==> src/vslab_pkg.sv <==
// Shared types, codes and helpers of the voxel slab to ARGB converter.
package vslab_pkg;

    localparam int unsigned CFG_IDX_W  = 4;
    localparam int unsigned CFG_DATA_W = 16;

    localparam logic [CFG_IDX_W-1:0] CFG_EXPAND_VGA   = 4'd0;
    localparam logic [CFG_IDX_W-1:0] CFG_BLOCK_LENGTH = 4'd1;

    localparam logic [2:0] KIND_TOP     = 3'd0;
    localparam logic [2:0] KIND_LEN     = 3'd1;
    localparam logic [2:0] KIND_CULL    = 3'd2;
    localparam logic [2:0] KIND_COLOUR  = 3'd3;
    localparam logic [2:0] KIND_IGNORED = 3'd4;

    localparam logic [15:0] HEADER_BYTES = 16'd3;
    localparam logic [7:0]  ALPHA_OPAQUE = 8'hFF;

    typedef enum logic [3:0] {
        PH_TOP    = 4'b0001,
        PH_LEN    = 4'b0010,
        PH_CULL   = 4'b0100,
        PH_COLOUR = 4'b1000
    } slab_phase_t;

    // Classification of one slab byte, handed from the parser to the output stage.
    typedef struct packed {
        logic [2:0] kind;
        logic [7:0] hdr_value;
        logic       too_tall;
        logic       block_end;
        logic       is_colour;
    } parse_res_t;

    // Widen one palette component; VGA components keep 6 bits, repeat the top two.
    function automatic logic [7:0] widen(input logic [7:0] c, input logic vga);
        logic [7:0] w;
        w = vga ? {c[5:0], c[5:4]} : c;
        return w;
    endfunction

endpackage

==> src/vslab_parser.sv <==
// Slab header parser: block and slab bookkeeping, one byte per step.
module vslab_parser (
    input  logic                                aclk,
    input  logic                                aresetn,
    input  logic                                step,
    input  logic [7:0]                          data_byte,
    input  logic                                cfg_we,
    input  logic [vslab_pkg::CFG_IDX_W-1:0]     cfg_index,
    input  logic [vslab_pkg::CFG_DATA_W-1:0]    cfg_wdata,
    output vslab_pkg::parse_res_t               res
);

    vslab_pkg::slab_phase_t phase_reg, phase_next;
    logic [15:0] block_length_reg, block_length_next;
    logic [15:0] bytes_left_reg, bytes_left_next;
    logic [7:0]  colours_left_reg, colours_left_next;
    logic        failed_reg, failed_next;

    always_comb begin
        logic        failed_v;
        logic [15:0] bytes_dec;
        logic [8:0]  need;

        phase_next        = phase_reg;
        block_length_next = block_length_reg;
        bytes_left_next   = bytes_left_reg;
        colours_left_next = colours_left_reg;
        failed_next       = failed_reg;
        failed_v          = failed_reg;
        bytes_dec         = bytes_left_reg - 16'd1;
        need              = {1'b0, data_byte} + 9'd2;

        res.kind      = vslab_pkg::KIND_IGNORED;
        res.hdr_value = 8'd0;
        res.too_tall  = 1'b0;
        res.block_end = 1'b0;
        res.is_colour = 1'b0;

        if (cfg_we && cfg_index == vslab_pkg::CFG_BLOCK_LENGTH) begin
            block_length_next = cfg_wdata[15:0];
            bytes_left_next   = cfg_wdata[15:0];
            phase_next        = vslab_pkg::PH_TOP;
            colours_left_next = 8'd0;
            failed_next       = 1'b0;
        end else if (step) begin
            if (bytes_left_reg == 16'd0) begin
                // empty block: flag end and restart
                res.block_end     = 1'b1;
                bytes_left_next   = block_length_reg;
                phase_next        = vslab_pkg::PH_TOP;
                colours_left_next = 8'd0;
                failed_next       = 1'b0;
            end else begin
                if (!failed_reg) begin
                    unique case (phase_reg)
                        vslab_pkg::PH_TOP: begin
                            if (bytes_left_reg >= vslab_pkg::HEADER_BYTES) begin
                                res.kind      = vslab_pkg::KIND_TOP;
                                res.hdr_value = data_byte;
                                phase_next    = vslab_pkg::PH_LEN;
                            end
                        end
                        vslab_pkg::PH_LEN: begin
                            if ({7'd0, need} > bytes_left_reg) begin
                                failed_v = 1'b1;
                            end else begin
                                res.kind          = vslab_pkg::KIND_LEN;
                                res.hdr_value     = data_byte;
                                colours_left_next = data_byte;
                                phase_next        = vslab_pkg::PH_CULL;
                            end
                        end
                        vslab_pkg::PH_CULL: begin
                            res.kind      = vslab_pkg::KIND_CULL;
                            res.hdr_value = data_byte;
                            phase_next    = (colours_left_reg != 8'd0) ?
                                            vslab_pkg::PH_COLOUR : vslab_pkg::PH_TOP;
                        end
                        vslab_pkg::PH_COLOUR: begin
                            res.kind          = vslab_pkg::KIND_COLOUR;
                            res.is_colour     = 1'b1;
                            colours_left_next = colours_left_reg - 8'd1;
                            if (colours_left_reg == 8'd1) begin
                                phase_next = vslab_pkg::PH_TOP;
                            end
                        end
                        default: begin
                            phase_next = vslab_pkg::PH_TOP;
                        end
                    endcase
                end
                res.too_tall    = failed_v;
                failed_next     = failed_v;
                bytes_left_next = bytes_dec;
                if (bytes_dec == 16'd0) begin
                    res.block_end     = 1'b1;
                    bytes_left_next   = block_length_reg;
                    phase_next        = vslab_pkg::PH_TOP;
                    colours_left_next = 8'd0;
                    failed_next       = 1'b0;
                end
            end
        end
    end

    always_ff @(posedge aclk) begin
        if (!aresetn) begin
            phase_reg        <= vslab_pkg::PH_TOP;
            block_length_reg <= 16'd0;
            bytes_left_reg   <= 16'd0;
            colours_left_reg <= 8'd0;
            failed_reg       <= 1'b0;
        end else begin
            phase_reg        <= phase_next;
            block_length_reg <= block_length_next;
            bytes_left_reg   <= bytes_left_next;
            colours_left_reg <= colours_left_next;
            failed_reg       <= failed_next;
        end
    end

endmodule

==> config.mk <==
export PLATFORM = sky130hd
export DESIGN_NAME = vslab_parser
export DESIGN_NICKNAME = d
export VERILOG_FILES = /design/src/vslab_pkg.sv /design/src/vslab_parser.sv
export SDC_FILE = /design/constraint.sdc
export NUM_CORES = 1
export LEC_CHECK = 0
export BUFFER_PORTS_ARGS = -buffer_cell sky130_fd_sc_hd__buf_4
export CAP_MARGIN = 25
export CORE_MARGIN = 2
export CORE_UTILIZATION = 55
export CTS_CLUSTER_DIAMETER = 200
export DETAILED_ROUTE_END_ITERATION = 16
export GPL_TIMING_DRIVEN = 0
export PLACE_DENSITY_LB_ADDON = 0.1
export SETUP_SLACK_MARGIN = 0.3
export SYNTH_ARGS = -nofsm -noshare
export SYNTH_HDL_FRONTEND = slang
export SYNTH_SLANG_ARGS = --single-unit
==> constraint.sdc <==
create_clock -name aclk -period 6.8 [get_ports aclk]
set_input_delay 1.02 -clock aclk [delete_from_list [all_inputs] [get_ports aclk]]
set_output_delay 1.02 -clock aclk [all_outputs]
set_load 0.1 [all_outputs]
==> results of run 1 <==
==> area by class of cell <==
| cell class | instances | area [sq um] |
|---|---|---|
| Clock buffer | 5 | 68.8 |
| Multi-Input combinational cell | 348 | 2140 |
| Timing Repair Buffer | 45 | 335 |
| Tap cell | 72 | 90.1 |
| Clock inverter | 3 | 50.0 |
| Buffer | 22 | 86.3 |
| Fill cell | 498 | 1810 |
| Inverter | 26 | 97.6 |
| Sequential cell | 45 | 901 |
==> worst min path at each step <==
stage	start	end	slack (ps)
6_report	block_length_reg[7]$_SDFFE_PN0P_	block_length_reg[7]$_SDFFE_PN0P_	460
3_3_place_gp	block_length_reg[15]$_SDFFE_PN0P_	bytes_left_reg[15]$_SDFFE_PN0P_	440
4_1_cts	block_length_reg[7]$_SDFFE_PN0P_	block_length_reg[7]$_SDFFE_PN0P_	460
3_5_place_dp	block_length_reg[7]$_SDFFE_PN0P_	block_length_reg[7]$_SDFFE_PN0P_	450
2_1_floorplan	block_length_reg[15]$_SDFFE_PN0P_	bytes_left_reg[15]$_SDFFE_PN0P_	430
5_1_grt	block_length_reg[1]$_SDFFE_PN0P_	block_length_reg[1]$_SDFFE_PN0P_	480
==> power by group <==
part	leakage, nW	switching [mW]	internal [mW]
Combinational	1.13	0.239	0.129
Clock	0.0603	0.109	0.113
Sequential	0.367	0.0244	0.280
Total	1.55	0.372	0.522
==> placed cells by master (no fill, tap or decap), drive strengths merged, types with 3 or more instances in the layout <==
master / n
a21o: 7
a21oi: 40
a221oi: 6
a22o: 3
and2: 10
and3: 7
buf: 48
clkbuf: 24
dfxtp: 45
ha: 15
inv: 27
mux2i: 5
nand2: 71
nand3: 20
nand3b: 3
nand4: 8
nor2: 29
nor3: 14
nor4: 9
nor4b: 3
o211ai: 5
o21ai: 25
o221ai: 4
o22ai: 4
o31ai: 4
or3: 4
xnor2: 12
xor2: 6
==> metal layers <==
layer  routed length, um  track usage, %  share of wire [%]  up-vias
li1                    -               -                  -     1694
met1                4680            46.9                 47     1663
met2                4350            50.6                 44      179
met3                 833            4.83                8.3       15
met4                 136            8.47                1.4        0
met5                   0               0                  0        -
==> per-stage QoR <==
stage	cells	setup WS, ps	util, %	hold WS (ps)	total power [mW]
after detailed placement	558	1610	65.4	448	0.669
after floorplan	441	1140	-	432	0.575
after global placement	557	1240	65.3	439	0.663
after CTS	566	1600	67.6	463	0.888
after global routing	566	1350	67.6	476	0.940
final	566	1580	67.6	462	0.894
==> kinds of logic (layout without fill, tap and decap cells) <==
group           count (synthesis)  after routing  synth area share (%)
simple gates                  188            188                  28.6
compound gates                122            122                  25.4
buf+inv                        48            101                  5.72
flops                          45             45                  28.0
xor+xnor                       18             18                  4.90
fa+ha+maj                      15             15                  5.84
mux                             5              5                  1.56
==> worst max-delay path: cells and delay by family <==
family                     cells  cell delay [ps]
AOI/OAI and AO/OA              6             1620
xor gates and xnor gates       1              170
adders and majority gates      2              480
buffers and inverters          3              670
and+or+nand+nor                2              250
==> summary.md, run 1 <==
| Metric | Value |
|---|---|
| Top-count cell post-synth | `nand2_1` |
| Top cells by count, synth | `71 x nand2_1, 45 x dfxtp_1, 39 x a21oi_1` |
| Pwr per Cell Area | `237 nW/um^2` |
| Max VDD drop | `130 uV` |
| Synthesized cell area | `3220 sq um` |
| Die extent in x | `80.5 um` |
| Core ar. | `5570 sq um` |
| Mapped Nets | `488` |
| # rows | `27` |
| Register area share after synthesis | `28.0%` |
| Post-route DRC violation count | `0` |
| EDFF count, synth | `0` |
| Die area | `6470 sq um` |
| Routed WL | `10000 um` |
| Clk sinks | `45` |
| Total CTS buffers | `5` |
| Fmax | `191 MHz` |
| CP endpoint kind | `output pin` |
| Slew headroom | `34.1%` |
| Total grt overflow | `0` |
| Root Driver | `clkbuf_8` |
| TritonCTS clock tree | `built` |
| Synth Area per Inst | `7.29 sq um` |
| Area share of the largest cell type after synthesis | `28.0%` |
| Final period utilization | `76.8%` |
| Area growth syn-to-layout | `17.1%` |
| Top_reg_cell synth | `dfxtp_1` |
| DRT Pass-1 Iters | `5` |
| First-pass GRT wire length | `16300 um` |
| Post-CTS sizing | `0` |
| Crit path launch | `data_byte[1]` |
| Initial DRC Count | `225` |
| Worst path cell trace | `buf_4 -> ha_1 -> nand3_1 -> xnor2_1 -> ha_1 -> a21o_1 -> a21o_1 -> a221o_1 -> a21o_1 -> a21o_1 -> a2111oi_1 -> buf_2 -> and2_1 -> buf_4` |
| Data required, critical path | `5780 ps` |
| Ys async rst share | `0%` |
| Hold-fix buffers, CTS | `0` |
| Largest area contributor in the netlist | `dfxtp_1` |
| Final instance area | `3770 sq um` |
| Crit path DAT | `4200 ps` |
| Worst-Skew Late Latency | `320 ps` |
| Initial Utilization | `57.7%` |
| Min cycle time layout | `5220 ps` |
| Area contributors post-synth | `dfxtp_1 28%, nand2_1 8.3%, a21oi_1 6.1%` |
| Worst-Margin Slew | `980 ps` |
| Top Ports | `46` |
| CTS H-tree depth | `2` |
| Setup-violating endpoint count in the final report | `0` |
| IO Port Bufs | `44` |
| Status | `finished, final reports clean` |
| Crit path largest cell delay | `500 ps` |
| Setup Fix Bufs, Post-CTS | `0` |
| Critical path peak fanout | `7` |
| DRT antenna net count | `0` |
| Bufs on Longest Clock Path | `2` |
| Final Hold Fails | `0` |
| Cell mode on critical path | `a21o_1` |
| Via count | `3551` |
| Reg2reg end | `bytes_left_reg[13]$_SDFFE_PN0P_` |
| Unrepaired setup endpoints after global routing | `false` |
| Ant diodes | `0` |
| Routability congestion estimate | `1.00` |
| Distinct cells, synth | `61` |
| Fin nets | `540` |
| Critical path type | `in2out` |
| Post-DR vias/cell | `6.27` |
| Post-Syn Instances | `441` |
| R2R cell count | `10` |
| FF-to-FF Start | `bytes_left_reg[0]$_SDFFE_PN0P_` |
| Syn. warnings | `0` |
| Tightest Hold Check Type | `reg2reg` |
| Pins Over Slew Limit | `0` |
| Largest net degree at the start of global routing | `17` |
| Hold Path Cell Cnt | `2` |
| Routed WL per cell | `17.7 um` |
| Leakage | `1.55 nW` |
| Reg-to-reg slack, setup | `3460 ps` |
| Maxcap violations | `0` |
| CP max stage cell | `a2111oi_1` |
| Vias in the first global route | `3295` |
| Detail Placement HPWL | `7590 um` |
| Synth Register Bits | `45` |
| Instance area after placement | `3650 sq um` |
| Setup tns final | `0 ps` |
| Layout cells sized above 1 | `13.8%` |
| Startpoint types | `input port` |
| Clock-pin transition on the worst setup and hold timing paths | `100 ps` |
| Critical Path Sink | `res[6]` |
| Antenna violations before repair | `0` |
| Max Clock Skew | `14.5 ps` |
| GRT Util Overall | `32.5%` |
| Die height | `80.5 um` |
(Power assumes the default switching activity.)
==> run 2, diff against run 1 <==
CORE_UTILIZATION = 52   (was 55)
clock period = 4.5 ns   (was 6.8 ns; I/O delays follow)
==> summary.md, run 2 (synthesis results as in run 1) <==
| Metric | Value |
|---|---|
| Ant diodes | `0` |
| Most frequent cells in the layout | `71 x nand2_1, 45 x dfxtp_1, 38 x a21oi_1, 35 x buf_4, 29 x nor2_1` |
| Die extent in x | `82.6 um` |
| P_int | `827 uW` |
| Data required, critical path | `3830 ps` |
| Initial DRC Count | `338` |
| Pwr per Cell Area | `351 nW/um^2` |
| Sw Share | `40.5%` |
| First-pass GRT wire length | `16100 um` |
| IO Port Bufs | `44` |
| Leading cell type in the layout, fill and taps excluded | `nand2_1` |
| Clk pwr share | `22.4%` |
| Post-route DRC violation count | `0` |
| Min cycle time layout | `4150 ps` |
| Pins Over Slew Limit | `0` |
| Die area | `6830 sq um` |
| Detail Placement HPWL | `7450 um` |
| Total grt overflow | `0` |
| Routed WL | `10100 um` |
| Pre-CTS setup slack | `-160 ps` |
| Max VDD drop | `211 uV` |
| CTS H-tree depth | `2` |
| Die height | `82.6 um` |
| Worst-Margin Slew | `915 ps` |
| Vias in the first global route | `3277` |
| Crit path DAT | `3480 ps` |
| Slew headroom | `38.4%` |
| Root Driver | `clkbuf_8` |
| Tightest Hold Check Type | `reg2reg` |
| GRT Util Overall | `30.8%` |
| Routability congestion estimate | `0.963` |
| Startpoint types | `input port` |
| Top Ports | `46` |
| Critical path type | `in2out` |
| Maxcap violations | `0` |
| Final period utilization | `92.3%` |
| Status | `finished, final reports clean` |
| Clock-pin transition on the worst setup and hold timing paths | `90 ps` |
| Worst-Skew Late Latency | `300 ps` |
| DRT antenna net count | `0` |
| Largest net degree at the start of global routing | `14` |
| Layout cells sized above 1 | `16.6%` |
| Part of the power in registers | `33.1%` |
| Routed WL per cell | `17.7 um` |
| Final core occ | `66.6%` |
| # rows | `28` |
| Critical path peak fanout | `8` |
| Max Clock Skew | `7.67 ps` |
| Final setup margin | `346 ps` |
| Core ar. | `5960 sq um` |
| Via count | `3516` |
| CP endpoint kind | `output pin` |
| Total CTS buffers | `5` |
| Setup-violating endpoint count in the final report | `0` |
| Leakage | `1.60 nW` |
| Post-DR vias/cell | `6.18` |
| Bufs on Longest Clock Path | `2` |
| Area growth syn-to-layout | `23.3%` |
| Setup tns final | `0 ps` |
| Final Hold Fails | `0` |
| Initial Utilization | `54.0%` |
| Hold Path Cell Cnt | `2` |
| Net Sw Power | `564 uW` |
| Fin nets | `541` |
| Combinational power share | `44.5%` |
| R2R cell count | `10` |
| Antenna violations before repair | `0` |
| TritonCTS clock tree | `built` |
| DRT Pass-1 Iters | `4` |
| Unrepaired setup endpoints after global routing | `false` |
| Clk sinks | `45` |
| Fmax | `241 MHz` |
-- run 2: power groups by stage --
| stage | Combinational [mW] | Sequential [mW] | Clock [mW] |
|---|---|---|---|
| 2_1_floorplan | 0.421 | 0.456 | 0 |
| 3_3_place_gp | 0.543 | 0.468 | 0 |
| 3_5_place_dp | 0.549 | 0.468 | 0 |
| 4_1_cts | 0.580 | 0.458 | 0.309 |
| 5_1_grt | 0.670 | 0.464 | 0.327 |
| 6_report | 0.620 | 0.460 | 0.311 |
-- run 2: critical path, cell delays in order --
cell and delay (ps):
buf_8 100, ha_4 160, nand3_4 70, xnor2_2 140, ha_1 320, a21o_1 190, a21o_1 150, a221o_1 390
a21o_1 210, a21o_1 180, a2111oi_4 370, buf_6 190, and2_4 170, buf_12 170
-- run 2: worst paths after layout --
kind | startpoint | endpoint | slack [ps]
worst max-delay path | data_byte[2] | res[5] | 350
worst min-delay path | block_length_reg[3]$_SDFFE_PN0P_ | block_length_reg[3]$_SDFFE_PN0P_ | 460
worst max register to register | bytes_left_reg[0]$_SDFFE_PN0P_ | bytes_left_reg[13]$_SDFFE_PN0P_ | 1260
worst min register to register | block_length_reg[3]$_SDFFE_PN0P_ | block_length_reg[3]$_SDFFE_PN0P_ | 460
-- run 2: what timing repair did --
| item | CTS | global route |
|---|---|---|
| hold buffers | 0 | 0 |
| resized for setup | 16 | 25 |
| setup endpoints to repair | 8 | 8 |
| pin swaps | 1 | 10 |
| setup buffers | 1 | 1 |
-- run 2: stage by stage --
stage                     instances  power (mW)  hold WS (ps)  cell area, sq um
after detailed placement        560        1.02           447              3670
after global placement          560        1.01           440              3670
after CTS                       568        1.35           460              3850
after floorplan                 441       0.877           432              3250
after global routing            569        1.46           490              3960
final                           569        1.39           457              3960
-- run 2: final cells by class --
class                   instances  area (sq um)
repair buffers                 46           464
inverters                      26          97.6
well taps                      75          93.8
clock inverters                 2          35.0
plain buffers                  22          86.3
fillers                       531          1990
clock buffers                   5          68.8
flip-flops and latches         45           901
multi-input cells             348          2220
-- run 2: metal layers --
metal / vias to the layer above / share of wire [%] / GRT usage (%)
li1: 1697 / - / -
met1: 1649 / 47 / 45.8
met2: 146 / 43 / 46.3
met3: 24 / 7.7 / 4.46
met4: 0 / 2.6 / 8.36
met5: - / 0 / 0
==> run 3, diff against run 2 <==
REMOVE_ABC_BUFFERS = 1   (was not set)
==> summary.md, run 3 (synthesis results as in run 1) <==
| Metric | Value |
|---|---|
| Post-route DRC violation count | `0` |
| Worst-Margin Slew | `1010 ps` |
| Fin nets | `521` |
| Metal2 WL | `4060 um` |
| Die area | `6830 sq um` |
| DRT antenna net count | `0` |
| Status | `finished, final reports clean` |
| Core ar. | `5960 sq um` |
| Startpoint types | `input port` |
| Area growth syn-to-layout | `19.7%` |
| Slew headroom | `32.4%` |
| Final setup margin | `427 ps` |
| CP endpoint kind | `output pin` |
| TritonCTS clock tree | `built` |
| Tot Pwr | `1.37 mW` |
| Max VDD drop | `221 uV` |
| Unrepaired setup endpoints after global routing | `false` |
| Cell mode on critical path | `a21o_1` |
| CP top delay family | `compound AO/OA/AOI/OAI gates` |
| DRT Pass-1 Iters | `5` |
| Final core occ | `64.6%` |
| Tightest Hold Check Type | `reg2reg` |
| Setup tns final | `0 ps` |
| DP Cell Count | `541` |
| Min cycle time layout | `4070 ps` |
| Most frequent cells in the layout | `71 x nand2_1, 45 x dfxtp_1, 39 x a21oi_1, 37 x buf_4, 29 x nor2_1` |
| Hold Slack | `460 ps` |
| CP max stage cell | `a221o_1` |
| Pre-CTS setup slack | `29.0 ps` |
| Bufs on Longest Clock Path | `2` |
| Layout cells sized above 1 | `16.5%` |
| Metal3 WL | `531 um` |
| Layout Cells excl Fill | `549` |
| Total grt overflow | `0` |
| Detail Placement HPWL | `6500 um` |
| Crit path DAT | `3400 ps` |
| Hold-fix buffers, CTS | `0` |
| Top Ports | `46` |
| Clk sinks | `45` |
| Routability congestion estimate | `0.970` |
| Die height | `82.6 um` |
| Fmax | `246 MHz` |
| Crit path largest cell delay | `390 ps` |
| IO Port Bufs | `45` |
| Instance area after placement | `3580 sq um` |
| Final period utilization | `90.5%` |
| GRT Util Overall | `28.1%` |
| Max Clock Skew | `9.19 ps` |
| First-pass GRT wire length | `14800 um` |
| CTS H-tree depth | `2` |
| Pwr per Cell Area | `356 nW/um^2` |
| # rows | `28` |
| Initial Utilization | `54.0%` |
| Largest net degree at the start of global routing | `32` |
| Initial DRC Count | `235` |
| Worst-Skew Late Latency | `310 ps` |
| Pins Over Slew Limit | `0` |
| Vias in the first global route | `2992` |
| Total CTS buffers | `5` |
| Met1 wire length | `4540 um` |
| Routed WL | `9230 um` |
| Uppermost layer routed | `met4` |
| Final Hold Fails | `0` |
| WP buf/inv | `3` |
| Leading cell type in the layout, fill and taps excluded | `nand2_1` |
| Die extent in x | `82.6 um` |
| Post-DR vias/cell | `6.13` |
| Leakage | `1.57 nW` |
| Routed WL per cell | `16.8 um` |
| Worst path cell trace | `buf_6 -> ha_4 -> nand3_1 -> xnor2_1 -> ha_1 -> a21o_1 -> a21o_1 -> a221o_1 -> a21o_1 -> a21o_1 -> a2111oi_4 -> buf_6 -> and2_4 -> buf_12` |
| Data required, critical path | `3830 ps` |
| Critical path peak fanout | `7` |
| Clock-pin transition on the worst setup and hold timing paths | `90 ps` |
| Ant diodes | `0` |
| Maxcap violations | `0` |
| Root Driver | `clkbuf_8` |
| Via count | `3363` |
| Antenna violations before repair | `0` |
| Setup-violating endpoint count in the final report | `0` |
| Final instance area | `3850 sq um` |
| Critical path type | `in2out` |
run 3: cell count changes in the layout (fill, tap and decap cells not counted), sizes merged:
cell and change:
buf -1, clkbuf -19
run 3: path summary, 6_finish.rpt:
| kind | from | endpoint | slack (ps) | depth (start not counted) |
|---|---|---|---|---|
| worst max-delay path | data_byte[1] | res[3] | 430 | 14 |
| worst min-delay path | block_length_reg[15]$_SDFFE_PN0P_ | bytes_left_reg[15]$_SDFFE_PN0P_ | 460 | 2 |
| worst max register to register | bytes_left_reg[6]$_SDFFE_PN0P_ | phase_reg[3]$_SDFFE_PP0P_ | 1020 | 7 |
| worst min register to register | block_length_reg[15]$_SDFFE_PN0P_ | bytes_left_reg[15]$_SDFFE_PN0P_ | 460 | 2 |
run 3: final cells by class:
type / count / area, sq um
Fill cell: 562 / 2110
Clock inverter: 2 / 35.0
Multi-Input combinational cell: 348 / 2190
Sequential cell: 45 / 901
Inverter: 26 / 97.6
Clock buffer: 5 / 68.8
Tap cell: 75 / 93.8
Timing Repair Buffer: 48 / 463
run 3: tightest hold or removal path: stages, from the launching register on:
cell and delay (ps):
dfxtp_1 320, nand2_1 50, a21oi_1 50
run 3: routing by layer:
layer / vias to the layer above / track usage [%]
li1: 1660 / -
met1: 1576 / 42.4
met4: 0 / 4.92
met5: - / 0
met3: 7 / 5.11
met2: 120 / 42.1
run 3: timing repair:
action,CTS,global route
endpoints found under the setup margin,8,10
setup buffers,1,0
resized for setup,25,14
pin swaps,1,6
run 3: power by group:
group | switching (mW) | total (mW) | internal [mW]
clock | 0.148 | 0.310 | 0.162
sequential | 0.0456 | 0.469 | 0.423
combinational | 0.357 | 0.592 | 0.234
